--- config.mk ---
export PLATFORM = sky130hd
export DESIGN_NAME = servo_feedback_tracker
export DESIGN_NICKNAME = d
export VERILOG_FILES = /design/src/rtl/sfb_pkg.sv /design/src/rtl/sfb_scaler.sv /design/src/rtl/servo_feedback_tracker.sv
export SDC_FILE = /design/constraint.sdc
export NUM_CORES = 2
export LEC_CHECK = 0
export ABC_AREA = 1
export BUFFER_PORTS_ARGS = -buffer_cell sky130_fd_sc_hd__buf_2
export CAP_MARGIN = 20
export CORE_UTILIZATION = 60
export CTS_CLUSTER_DIAMETER = 150
export DETAILED_ROUTE_END_ITERATION = 8
export GPL_TIMING_DRIVEN = 0
export HOLD_SLACK_MARGIN = 0.05
export PLACE_DENSITY = 0.77
export SYNTH_ARGS = -nofsm -noshare
export SYNTH_HDL_FRONTEND = slang
export SYNTH_SLANG_ARGS = --single-unit
--- constraint.sdc ---
create_clock -name clock -period 14.7 [get_ports clock]
set_input_delay 2.205 -clock clock [delete_from_list [all_inputs] [get_ports clock]]
set_output_delay 2.205 -clock clock [all_outputs]
set_load 0.005 [all_outputs]
--- src/rtl/sfb_pkg.sv ---
// shared types, constants and divide helpers for the servo feedback tracker
package sfb_pkg;

   // input word kinds
   localparam logic FUNC_FRAME = 1'b0;
   localparam logic FUNC_TICK  = 1'b1;

   // dense motor state codes
   localparam logic [3:0] STATUS_OFF     = 4'd0;
   localparam logic [3:0] STATUS_ON      = 4'd1;
   localparam logic [3:0] STATUS_UNKNOWN = 4'd8;
   localparam logic [3:0] NIB_FAULT_LO   = 4'd8;
   localparam logic [3:0] NIB_FAULT_HI   = 4'd13;
   localparam logic [3:0] NIB_FAULT_OFS  = 4'd6;

   // register map
   typedef enum logic [2:0] {
      CSR_POS_MIN       = 3'd0,
      CSR_POS_MAX       = 3'd1,
      CSR_VEL_MIN       = 3'd2,
      CSR_VEL_MAX       = 3'd3,
      CSR_TRQ_MIN       = 3'd4,
      CSR_TRQ_MAX       = 3'd5,
      CSR_DIRECTION     = 3'd6,
      CSR_OFFLINE_LIMIT = 3'd7
   } csr_index_type;

   localparam logic signed [23:0] POS_MIN_RST = -24'sd819200;
   localparam logic signed [23:0] POS_MAX_RST = 24'sd819200;
   localparam logic signed [23:0] VEL_MIN_RST = -24'sd2949120;
   localparam logic signed [23:0] VEL_MAX_RST = 24'sd2949120;
   localparam logic signed [23:0] TRQ_MIN_RST = -24'sd1179648;
   localparam logic signed [23:0] TRQ_MAX_RST = 24'sd1179648;
   localparam logic [15:0]        LIMIT_RST   = 16'd100;

   localparam logic [11:0] SPEED_ZERO_CODE = 12'd2047;

   // pi and two pi in q8.16
   localparam logic signed [25:0] PI_Q     = 26'sd205887;
   localparam logic signed [25:0] TWO_PI_Q = 26'sd411775;

   localparam logic signed [47:0] TOTAL_MAX = {1'b0, {47{1'b1}}};
   localparam logic signed [47:0] TOTAL_MIN = {1'b1, {47{1'b0}}};

   // status nibble to dense state
   function automatic logic [3:0] map_status(input logic [3:0] nib);
      logic [3:0] st;
      case (nib)
         4'd0:    st = STATUS_OFF;
         4'd1:    st = STATUS_ON;
         default: begin
            if (nib >= NIB_FAULT_LO && nib <= NIB_FAULT_HI) begin
               st = nib - NIB_FAULT_OFS;
            end else begin
               st = STATUS_UNKNOWN;
            end
         end
      endcase
      return st;
   endfunction

   // floor(m / 65535) by folding the high part back onto the low part
   function automatic logic signed [25:0] div_65535(input logic signed [41:0] m);
      logic signed [25:0] a1;
      logic signed [26:0] r1;
      logic signed [10:0] a2;
      logic signed [17:0] r2;
      logic signed [1:0]  a3;
      logic signed [17:0] r3;
      logic signed [1:0]  c;
      a1 = m[41:16];
      r1 = 27'(a1) + $signed({11'b0, m[15:0]});
      a2 = r1[26:16];
      r2 = 18'(a2) + $signed({2'b0, r1[15:0]});
      a3 = r2[17:16];
      r3 = 18'(a3) + $signed({2'b0, r2[15:0]});
      c  = 2'sd0;
      if (r3 < 18'sd0) begin
         c = -2'sd1;
      end else if (r3 >= 18'sd65535) begin
         c = 2'sd1;
      end
      return a1 + 26'(a2) + 26'(a3) + 26'(c);
   endfunction

   // floor(m / 4095), same folding on 12-bit digits
   function automatic logic signed [25:0] div_4095(input logic signed [37:0] m);
      logic signed [25:0] a1;
      logic signed [26:0] r1;
      logic signed [14:0] a2;
      logic signed [16:0] r2;
      logic signed [4:0]  a3;
      logic signed [13:0] r3;
      logic signed [1:0]  c;
      a1 = m[37:12];
      r1 = 27'(a1) + $signed({15'b0, m[11:0]});
      a2 = r1[26:12];
      r2 = 17'(a2) + $signed({5'b0, r1[11:0]});
      a3 = r2[16:12];
      r3 = 14'(a3) + $signed({2'b0, r2[11:0]});
      c  = 2'sd0;
      if (r3 < 14'sd0) begin
         c = -2'sd1;
      end else if (r3 >= 14'sd4095) begin
         c = 2'sd1;
      end
      return a1 + 26'(a2) + 26'(a3) + 26'(c);
   endfunction

endpackage

--- src/rtl/sfb_scaler.sv ---
// three-stage linear scaler for the angle, speed and torque codes
module sfb_scaler
   import sfb_pkg::*;
(
   input  logic               clock,
   input  logic               adv,
   input  logic [15:0]        acode,
   input  logic [11:0]        scode,
   input  logic [11:0]        tcode,
   input  logic signed [23:0] pos_min,
   input  logic signed [23:0] pos_max,
   input  logic signed [23:0] vel_min,
   input  logic signed [23:0] vel_max,
   input  logic signed [23:0] trq_min,
   input  logic signed [23:0] trq_max,
   output logic signed [23:0] angle,
   output logic signed [23:0] speed,
   output logic signed [23:0] torque
);

   logic signed [24:0] span_pos;
   logic signed [24:0] span_vel;
   logic signed [24:0] span_trq;

   logic signed [41:0] m_pos_ff, m_pos_in;
   logic signed [37:0] m_vel_ff, m_vel_in;
   logic signed [37:0] m_trq_ff, m_trq_in;
   logic               zero_b_ff;

   logic signed [25:0] q_pos_ff;
   logic signed [25:0] q_vel_ff;
   logic signed [25:0] q_trq_ff;
   logic               zero_c_ff;

   logic signed [25:0] sum_pos;
   logic signed [25:0] sum_vel;
   logic signed [25:0] sum_trq;

   logic signed [23:0] angle_ff;
   logic signed [23:0] speed_ff;
   logic signed [23:0] torque_ff;

   assign span_pos = 25'(pos_max) - 25'(pos_min);
   assign span_vel = 25'(vel_max) - 25'(vel_min);
   assign span_trq = 25'(trq_max) - 25'(trq_min);

   // code * span plus half the divisor, rounded down later
   assign m_pos_in = $signed({1'b0, acode}) * span_pos + 42'sd32767;
   assign m_vel_in = $signed({1'b0, scode}) * span_vel + 38'sd2047;
   assign m_trq_in = $signed({1'b0, tcode}) * span_trq + 38'sd2047;

   always_ff @(posedge clock) begin
      if (adv) begin
         m_pos_ff  <= m_pos_in;
         m_vel_ff  <= m_vel_in;
         m_trq_ff  <= m_trq_in;
         zero_b_ff <= (scode == SPEED_ZERO_CODE);
      end
   end

   always_ff @(posedge clock) begin
      if (adv) begin
         q_pos_ff  <= div_65535(m_pos_ff);
         q_vel_ff  <= div_4095(m_vel_ff);
         q_trq_ff  <= div_4095(m_trq_ff);
         zero_c_ff <= zero_b_ff;
      end
   end

   assign sum_pos = 26'(pos_min) + q_pos_ff;
   assign sum_vel = 26'(vel_min) + q_vel_ff;
   assign sum_trq = 26'(trq_min) + q_trq_ff;

   always_ff @(posedge clock) begin
      if (adv) begin
         angle_ff  <= sum_pos[23:0];
         speed_ff  <= zero_c_ff ? 24'sd0 : sum_vel[23:0];
         torque_ff <= sum_trq[23:0];
      end
   end

   assign angle  = angle_ff;
   assign speed  = speed_ff;
   assign torque = torque_ff;

endmodule

--- src/rtl/servo_feedback_tracker.sv ---
// top level: motor feedback decode, multi-turn angle and online watchdog
//
//  port group   dir  handshake              contents
//  req_*        in   req_valid/req_ready    func, six feedback bytes
//  rsp_*        out  rsp_valid/rsp_ready    angle, speed, torque, total, status
//  csr_*        in   csr_wr_en              register index and write data
//
//  one word enters per cycle while the pipe advances; results pass through
//  the input register, multiply, divide fold, offset add and state update
//  the result register is the tracker state itself, so rsp_* only move when
//  the whole pipe advances, and the pipe advances when the output is empty
//  or taken; req_ready follows that same advance
//  synchronous active high reset restores the register defaults and state
module servo_feedback_tracker
   import sfb_pkg::*;
(
   input  logic               clock,
   input  logic               reset,
   // input words
   input  logic               req_valid,
   output logic               req_ready,
   input  logic               req_func,
   input  logic [47:0]        req_frame_bytes,
   // result words
   output logic               rsp_valid,
   input  logic               rsp_ready,
   output logic signed [23:0] rsp_angle,
   output logic signed [23:0] rsp_speed,
   output logic signed [23:0] rsp_torque_fb,
   output logic signed [47:0] rsp_angle_total,
   output logic [3:0]         rsp_motor_status,
   output logic [3:0]         rsp_last_fault,
   output logic               rsp_online,
   // configuration
   input  logic               csr_wr_en,
   input  logic [2:0]         csr_index,
   input  logic [23:0]        csr_wdata
);

   // configuration registers
   logic signed [23:0] pos_min_ff;
   logic signed [23:0] pos_max_ff;
   logic signed [23:0] vel_min_ff;
   logic signed [23:0] vel_max_ff;
   logic signed [23:0] trq_min_ff;
   logic signed [23:0] trq_max_ff;
   logic               direction_ff;
   logic [15:0]        limit_ff;

   // pipe control
   logic        adv;
   logic        v1_ff, v2_ff, v3_ff, v4_ff;
   logic        func1_ff, func2_ff, func3_ff, func4_ff;
   logic [47:0] frame1_ff;
   logic [3:0]  st2_ff, st3_ff, st4_ff;

   // scaled values arriving alongside stage 4
   logic signed [23:0] angle4;
   logic signed [23:0] speed4;
   logic signed [23:0] torque4;

   // tracker state, doubles as the result register
   logic               rsp_valid_ff;
   logic signed [23:0] prev_angle_ff;
   logic signed [23:0] cur_angle_ff;
   logic signed [23:0] cur_speed_ff;
   logic signed [23:0] cur_torque_ff;
   logic signed [47:0] total_ff, total_in;
   logic [15:0]        timeout_ff;
   logic               online_ff;
   logic [3:0]         status_ff;
   logic [3:0]         fault_ff;

   // angle step and tick arithmetic
   logic signed [24:0] diff;
   logic signed [25:0] step_raw;
   logic signed [25:0] step_wrap;
   logic signed [25:0] step;
   logic signed [48:0] total_sum;
   logic [16:0]        tick_next;

   // whole pipe moves when the output is free or being drained
   assign adv       = !rsp_valid_ff || rsp_ready;
   assign req_ready = adv;

   always_ff @(posedge clock) begin
      if (reset) begin
         pos_min_ff   <= POS_MIN_RST;
         pos_max_ff   <= POS_MAX_RST;
         vel_min_ff   <= VEL_MIN_RST;
         vel_max_ff   <= VEL_MAX_RST;
         trq_min_ff   <= TRQ_MIN_RST;
         trq_max_ff   <= TRQ_MAX_RST;
         direction_ff <= 1'b0;
         limit_ff     <= LIMIT_RST;
      end else if (csr_wr_en) begin
         case (csr_index)
            CSR_POS_MIN:       pos_min_ff   <= csr_wdata;
            CSR_POS_MAX:       pos_max_ff   <= csr_wdata;
            CSR_VEL_MIN:       vel_min_ff   <= csr_wdata;
            CSR_VEL_MAX:       vel_max_ff   <= csr_wdata;
            CSR_TRQ_MIN:       trq_min_ff   <= csr_wdata;
            CSR_TRQ_MAX:       trq_max_ff   <= csr_wdata;
            CSR_DIRECTION:     direction_ff <= csr_wdata[0];
            CSR_OFFLINE_LIMIT: limit_ff     <= csr_wdata[15:0];
            default: ;
         endcase
      end
   end

   // valid bits of the pipe
   always_ff @(posedge clock) begin
      if (reset) begin
         v1_ff <= 1'b0;
         v2_ff <= 1'b0;
         v3_ff <= 1'b0;
         v4_ff <= 1'b0;
      end else if (adv) begin
         v1_ff <= req_valid;
         v2_ff <= v1_ff;
         v3_ff <= v2_ff;
         v4_ff <= v3_ff;
      end
   end

   // payload side of the pipe; status is mapped on its way out of stage 1
   always_ff @(posedge clock) begin
      if (adv) begin
         func1_ff  <= req_func;
         frame1_ff <= req_frame_bytes;
         func2_ff  <= func1_ff;
         st2_ff    <= map_status(frame1_ff[47:44]);
         func3_ff  <= func2_ff;
         st3_ff    <= st2_ff;
         func4_ff  <= func3_ff;
         st4_ff    <= st3_ff;
      end
   end

   sfb_scaler u_scaler (
      .clock   (clock),
      .adv     (adv),
      .acode   (frame1_ff[39:24]),
      .scode   (frame1_ff[23:12]),
      .tcode   (frame1_ff[11:0]),
      .pos_min (pos_min_ff),
      .pos_max (pos_max_ff),
      .vel_min (vel_min_ff),
      .vel_max (vel_max_ff),
      .trq_min (trq_min_ff),
      .trq_max (trq_max_ff),
      .angle   (angle4),
      .speed   (speed4),
      .torque  (torque4)
   );

   // angle step: nothing is added until a first nonzero reference exists
   assign diff     = 25'(angle4) - 25'(prev_angle_ff);
   assign step_raw = (prev_angle_ff == 24'sd0 && total_ff == 48'sd0) ? 26'sd0 : 26'(diff);

   // fold the step back into one half turn either way
   always_comb begin
      if (step_raw > PI_Q) begin
         step_wrap = step_raw - TWO_PI_Q;
      end else if (step_raw < -PI_Q) begin
         step_wrap = step_raw + TWO_PI_Q;
      end else begin
         step_wrap = step_raw;
      end
   end

   assign step      = direction_ff ? -step_wrap : step_wrap;
   assign total_sum = 49'(total_ff) + 49'(step);

   // saturate at the 48-bit limits
   always_comb begin
      if (total_sum[48] != total_sum[47]) begin
         total_in = total_sum[48] ? TOTAL_MIN : TOTAL_MAX;
      end else begin
         total_in = total_sum[47:0];
      end
   end

   // watchdog count without wrap
   assign tick_next = {1'b0, timeout_ff} + 17'd1;

   always_ff @(posedge clock) begin
      if (reset) begin
         rsp_valid_ff  <= 1'b0;
         prev_angle_ff <= 24'sd0;
         cur_angle_ff  <= 24'sd0;
         cur_speed_ff  <= 24'sd0;
         cur_torque_ff <= 24'sd0;
         total_ff      <= 48'sd0;
         timeout_ff    <= LIMIT_RST;
         online_ff     <= 1'b0;
         status_ff     <= STATUS_OFF;
         fault_ff      <= STATUS_OFF;
      end else if (adv) begin
         rsp_valid_ff <= v4_ff;
         if (v4_ff) begin
            if (func4_ff == FUNC_FRAME) begin
               status_ff <= st4_ff;
               // every state other than off or on is latched, unknown included
               if (st4_ff != STATUS_OFF && st4_ff != STATUS_ON) begin
                  fault_ff <= st4_ff;
               end
               cur_angle_ff  <= angle4;
               cur_speed_ff  <= speed4;
               cur_torque_ff <= torque4;
               prev_angle_ff <= angle4;
               total_ff      <= total_in;
               timeout_ff    <= 16'd0;
               online_ff     <= 1'b1;
            end else begin
               if (tick_next > {1'b0, limit_ff}) begin
                  timeout_ff <= limit_ff;
                  online_ff  <= 1'b0;
                  status_ff  <= STATUS_OFF;
               end else begin
                  timeout_ff <= tick_next[15:0];
                  online_ff  <= 1'b1;
               end
            end
         end
      end
   end

   assign rsp_valid        = rsp_valid_ff;
   assign rsp_angle        = cur_angle_ff;
   assign rsp_speed        = cur_speed_ff;
   assign rsp_torque_fb    = cur_torque_ff;
   assign rsp_angle_total  = total_ff;
   assign rsp_motor_status = status_ff;
   assign rsp_last_fault   = fault_ff;
   assign rsp_online       = online_ff;

endmodule

==> PnR_summary.wiki <==
{| class="wikitable"
! Metric !! Value
|-
| Via count || 67,970
|-
| Path depth of the worst reg2reg path || 68
|-
| Wire length of the first global-routing pass || 362,100 µm
|-
| Summed negative setup slack over all endpoints || 0 ns
|-
| Worst slew slack as a fraction of its limit || 23.04%
|-
| Number of placement rows || 134
|-
| Post-route DRC violation count || 0
|-
| Die outline area || 135,600 µm²
|-
| Width of the chip || 368.2 µm
|-
| Data required time at the worst endpoint || 15.14 ns
|-
| Deepest level of the CTS H-tree || 3
|-
| Terminus of the critical flop-to-flop path || u_scaler.q_trq_ff[23]
|-
| Most common cell after layout, fill and taps aside || inv_1
|-
| Detailed Route WL || 230,900 µm
|-
| Worst clock skew || 0.03874 ns
|-
| Num CTS Buffers || 75
|-
| Launch point of the worst hold path || func3_ff
|-
| Slowest stage delay, CP || 0.55 ns
|-
| Post-Place Cell Area || 83,850 µm²
|-
| Classification of the worst-slack hold path || flop to flop
|-
| Initial antenna violation count || 12
|-
| Total Nets Final || 11,970
|-
| Time the worst path needs with I/O delays and setup || 12.43 ns
|-
| Drt pass-1 iters || 7
|-
| Number of antenna-violating nets in the routed design || 0
|-
| Vias in the first global route || 67,190
|-
| Final Hold Vio Count || 0
|-
| Achievable frequency || 0.08046 GHz
|-
| Count of boundary I/O pins || 212
|-
| WHS Path Cells || 0
|-
| Final weighted congestion in routability-driven placement || 1.059
|-
| Fraction of registers with async set/reset || 0%
|-
| Flop2flop setup slack || 2.27 ns
|-
| Placeable Area || 133,300 µm²
|-
| Synthesis-to-layout area growth || 7.621%
|-
| Tot GR Track Use || 34.19%
|-
| Main area contributors after synthesis || fa_1, edfxtp_1, ha_1, inv_1, dfxtp_1
|-
| Count of final setup violators || 0
|-
| Vertical extent of the die || 368.2 µm
|-
| Share of cells above drive strength 1 || 5.394%
|-
| Post-CTS clock slew at the launch and capture registers of the worst setup and hold paths || 0.06 ns
|-
| Number of buffers inserted by post-CTS setup repair || 0
|-
| Final Instance Area || 86,590 µm²
|-
| Count of port buffers added during placement || 206
|-
| Average cell area after synthesis || 8.210 µm²
|-
| Number of filler cells placed in the layout || 11,200
|-
| Worst reg2reg startpoint || u_scaler.m_trq_ff[12]
|-
| EDFF count, synth || 324
|-
| Result of the run || completed
|-
| Detailed placer's ending HPWL || 192,300 µm
|-
| Total count of max-transition violations in the final report || 0
|-
| Startpoint type of the worst setup path || flop
|-
| Endpoint arrival time on the critical path || 12.87 ns
|-
| Aggregate global routing overflow || 0
|-
| Count of unique library cells instantiated by Yosys || 71
|-
| Synthesis Warnings || 0
|-
| Syn nets || 11,680
|-
| Share of the clock period used by the worst path || 84.55%
|-
| Cell repeated most along the worst path || a21oi_1
|-
| Routed wirelength normalized by instance count || 19.36 µm
|-
| Number of hold buffers added after cts || 0
|-
| Post-synthesis instance area || 80,460 µm²
|-
| Max FO, Critical Path || 10
|-
| Register bit count reported by yosys || 635
|-
| Share of the synthesized area in the top cell type || 26.03%
|-
| Most instantiated flip-flop cell in the synthesis netlist || edfxtp_1
|-
| Critical Path Start || u_scaler.m_trq_ff[12]
|-
| End of the worst hold path || func4_ff
|-
| Count of clock tree sinks || 635
|-
| Setup repair after global routing missed its margin || no
|-
| DR vias/cell || 5.697
|-
| TritonCTS clock tree || done
|-
| Clk_lat worst skew || 0.70 ns
|-
| Type of the setup path with the least slack || flop to flop
|-
| Commonest cells after routing, fill and taps aside || inv_1, nand2_1, nor2_1
|-
| Count of routing violations after the opening detailed-route iteration || 6,141
|-
| Buffer type at the clock tree root || clkbuf_16
|-
| Number of instances in the synthesized netlist || 9,800
|-
| Initial Utilization || 60.37%
|-
| Pin count of the biggest net entering global routing || 126
|-
| Actual transition at the worst max-transition pin || 1.154 ns
|-
| Crit. End Element || flop
|-
| Sequential area share after synthesis || 19.83%
|-
| Number of max-cap violations || 0
|-
| Maximum root-to-sink buffer count || 3
|-
| Resized cells post-CTS || 0
|-
| Master of the slowest instance on the critical path || fa_1
|-
| Top cell type by total area after synthesis || fa_1
|}
-- per-layer routing --
layer  track usage, %  wire length (µm)  vias to the layer above
met3            7.449             23650                      567
met5                0                93                        -
met2            55.06            104700                     3103
met1            44.72             92120                    32810
li1                 -                 -                    31480
met4            13.94             10360                       16
-- critical path: cells and delay by family (launching register included) --
family	cells	cell delay (ns)
DFF	1	0.47
AOI/OAI and AO/OA	27	4.69
buffers and inverters	9	0.94
and+or+nand+nor	21	2.44
xor gates and xnor gates	2	0.33
adders and majority gates	9	3.34
-- cell usage after synthesis (all sizes together), types with 2 or more instances --
library cell	count
nand4	72
edfxtp	324
o221a	2
dfxtp	311
or2	53
nand3b	15
o31ai	17
nor3b	5
nor4	21
clkbuf	188
fa	1046
nor3	44
a21o	22
o21ai	503
a31oi	48
o2111ai	6
and2	4
nand3	274
a21oi	718
a221oi	14
o22ai	11
clkinv	18
ha	749
xnor2	168
o221ai	8
o21bai	25
o21a	24
nand2	1683
and3	2
inv	1871
nor2	1079
buf	35
a21boi	28
xor2	347
o311ai	2
a211oi	17
o211ai	36
-- worst max path at each step --
stage | end | slack, ns | cells past startpoint
after floorplan | req_ready | 3.86 | 2
after global placement | req_ready | 0.21 | 4
after detailed placement | u_scaler.q_trq_ff[23] | 2.37 | 68
after CTS | u_scaler.q_trq_ff[23] | 2.34 | 68
after global routing | u_scaler.q_trq_ff[23] | 1.20 | 67
final | u_scaler.q_trq_ff[23] | 2.27 | 68
-- per-stage QoR --
step,hold slack (ns),setup slack (ns),util [%],instances
2_1_floorplan,0.4003,3.863,-,9800
3_3_place_gp,0.4078,0.2120,62.80,11770
3_5_place_dp,0.4102,2.367,62.91,11790
4_1_cts,0.4253,2.336,64.94,11930
5_1_grt,0.4306,1.196,64.96,11930
6_report,0.4212,2.271,64.97,11930
-- sequential cells by signal, indices dropped and copies added (netlist names), 38 cells and up --
name               cells
u_scaler.m_pos_ff     42
u_scaler.m_vel_ff     38
frame1_ff             44
u_scaler.m_trq_ff     38
rsp_angle_total       48
-- final cells by class --
| type | instances | area, µm² | share of cell area [%] |
|---|---|---|---|
| multi-input combinational | 7053 | 56470 | 65.22 |
| clock buffer | 98 | 2151 | 2.484 |
| clock inverter | 42 | 556.8 | 0.6430 |
| timing repair buffer | 220 | 1195 | 1.380 |
| antenna | 4 | 10.01 | 0.01156 |
| inverter | 1889 | 7101 | 8.200 |
| buffer | 223 | 940.9 | 1.087 |
| tap | 1768 | 2212 | 2.555 |
| sequential | 635 | 15960 | 18.43 |
-- cells by family (layout without fill, tap and decap cells) --
| group | count (synthesis) | in the layout | share of synthesized area [%] |
|---|---|---|---|
| other | 0 | 4 | 0 |
| buffers and inverters | 2112 | 2472 | 9.985 |
| adder cells (fa/ha/maj) | 1795 | 1795 | 37.67 |
| flip-flops | 635 | 635 | 19.83 |
| AO/OA/AOI/OAI | 1488 | 1488 | 10.13 |
| XOR/XNOR | 515 | 515 | 5.681 |
| AND/OR/NAND/NOR | 3255 | 3255 | 16.70 |
Power is left out: the tool's default activity adds up to more than one toggle a clock period on the data nets, which glitch-free logic cannot reach.
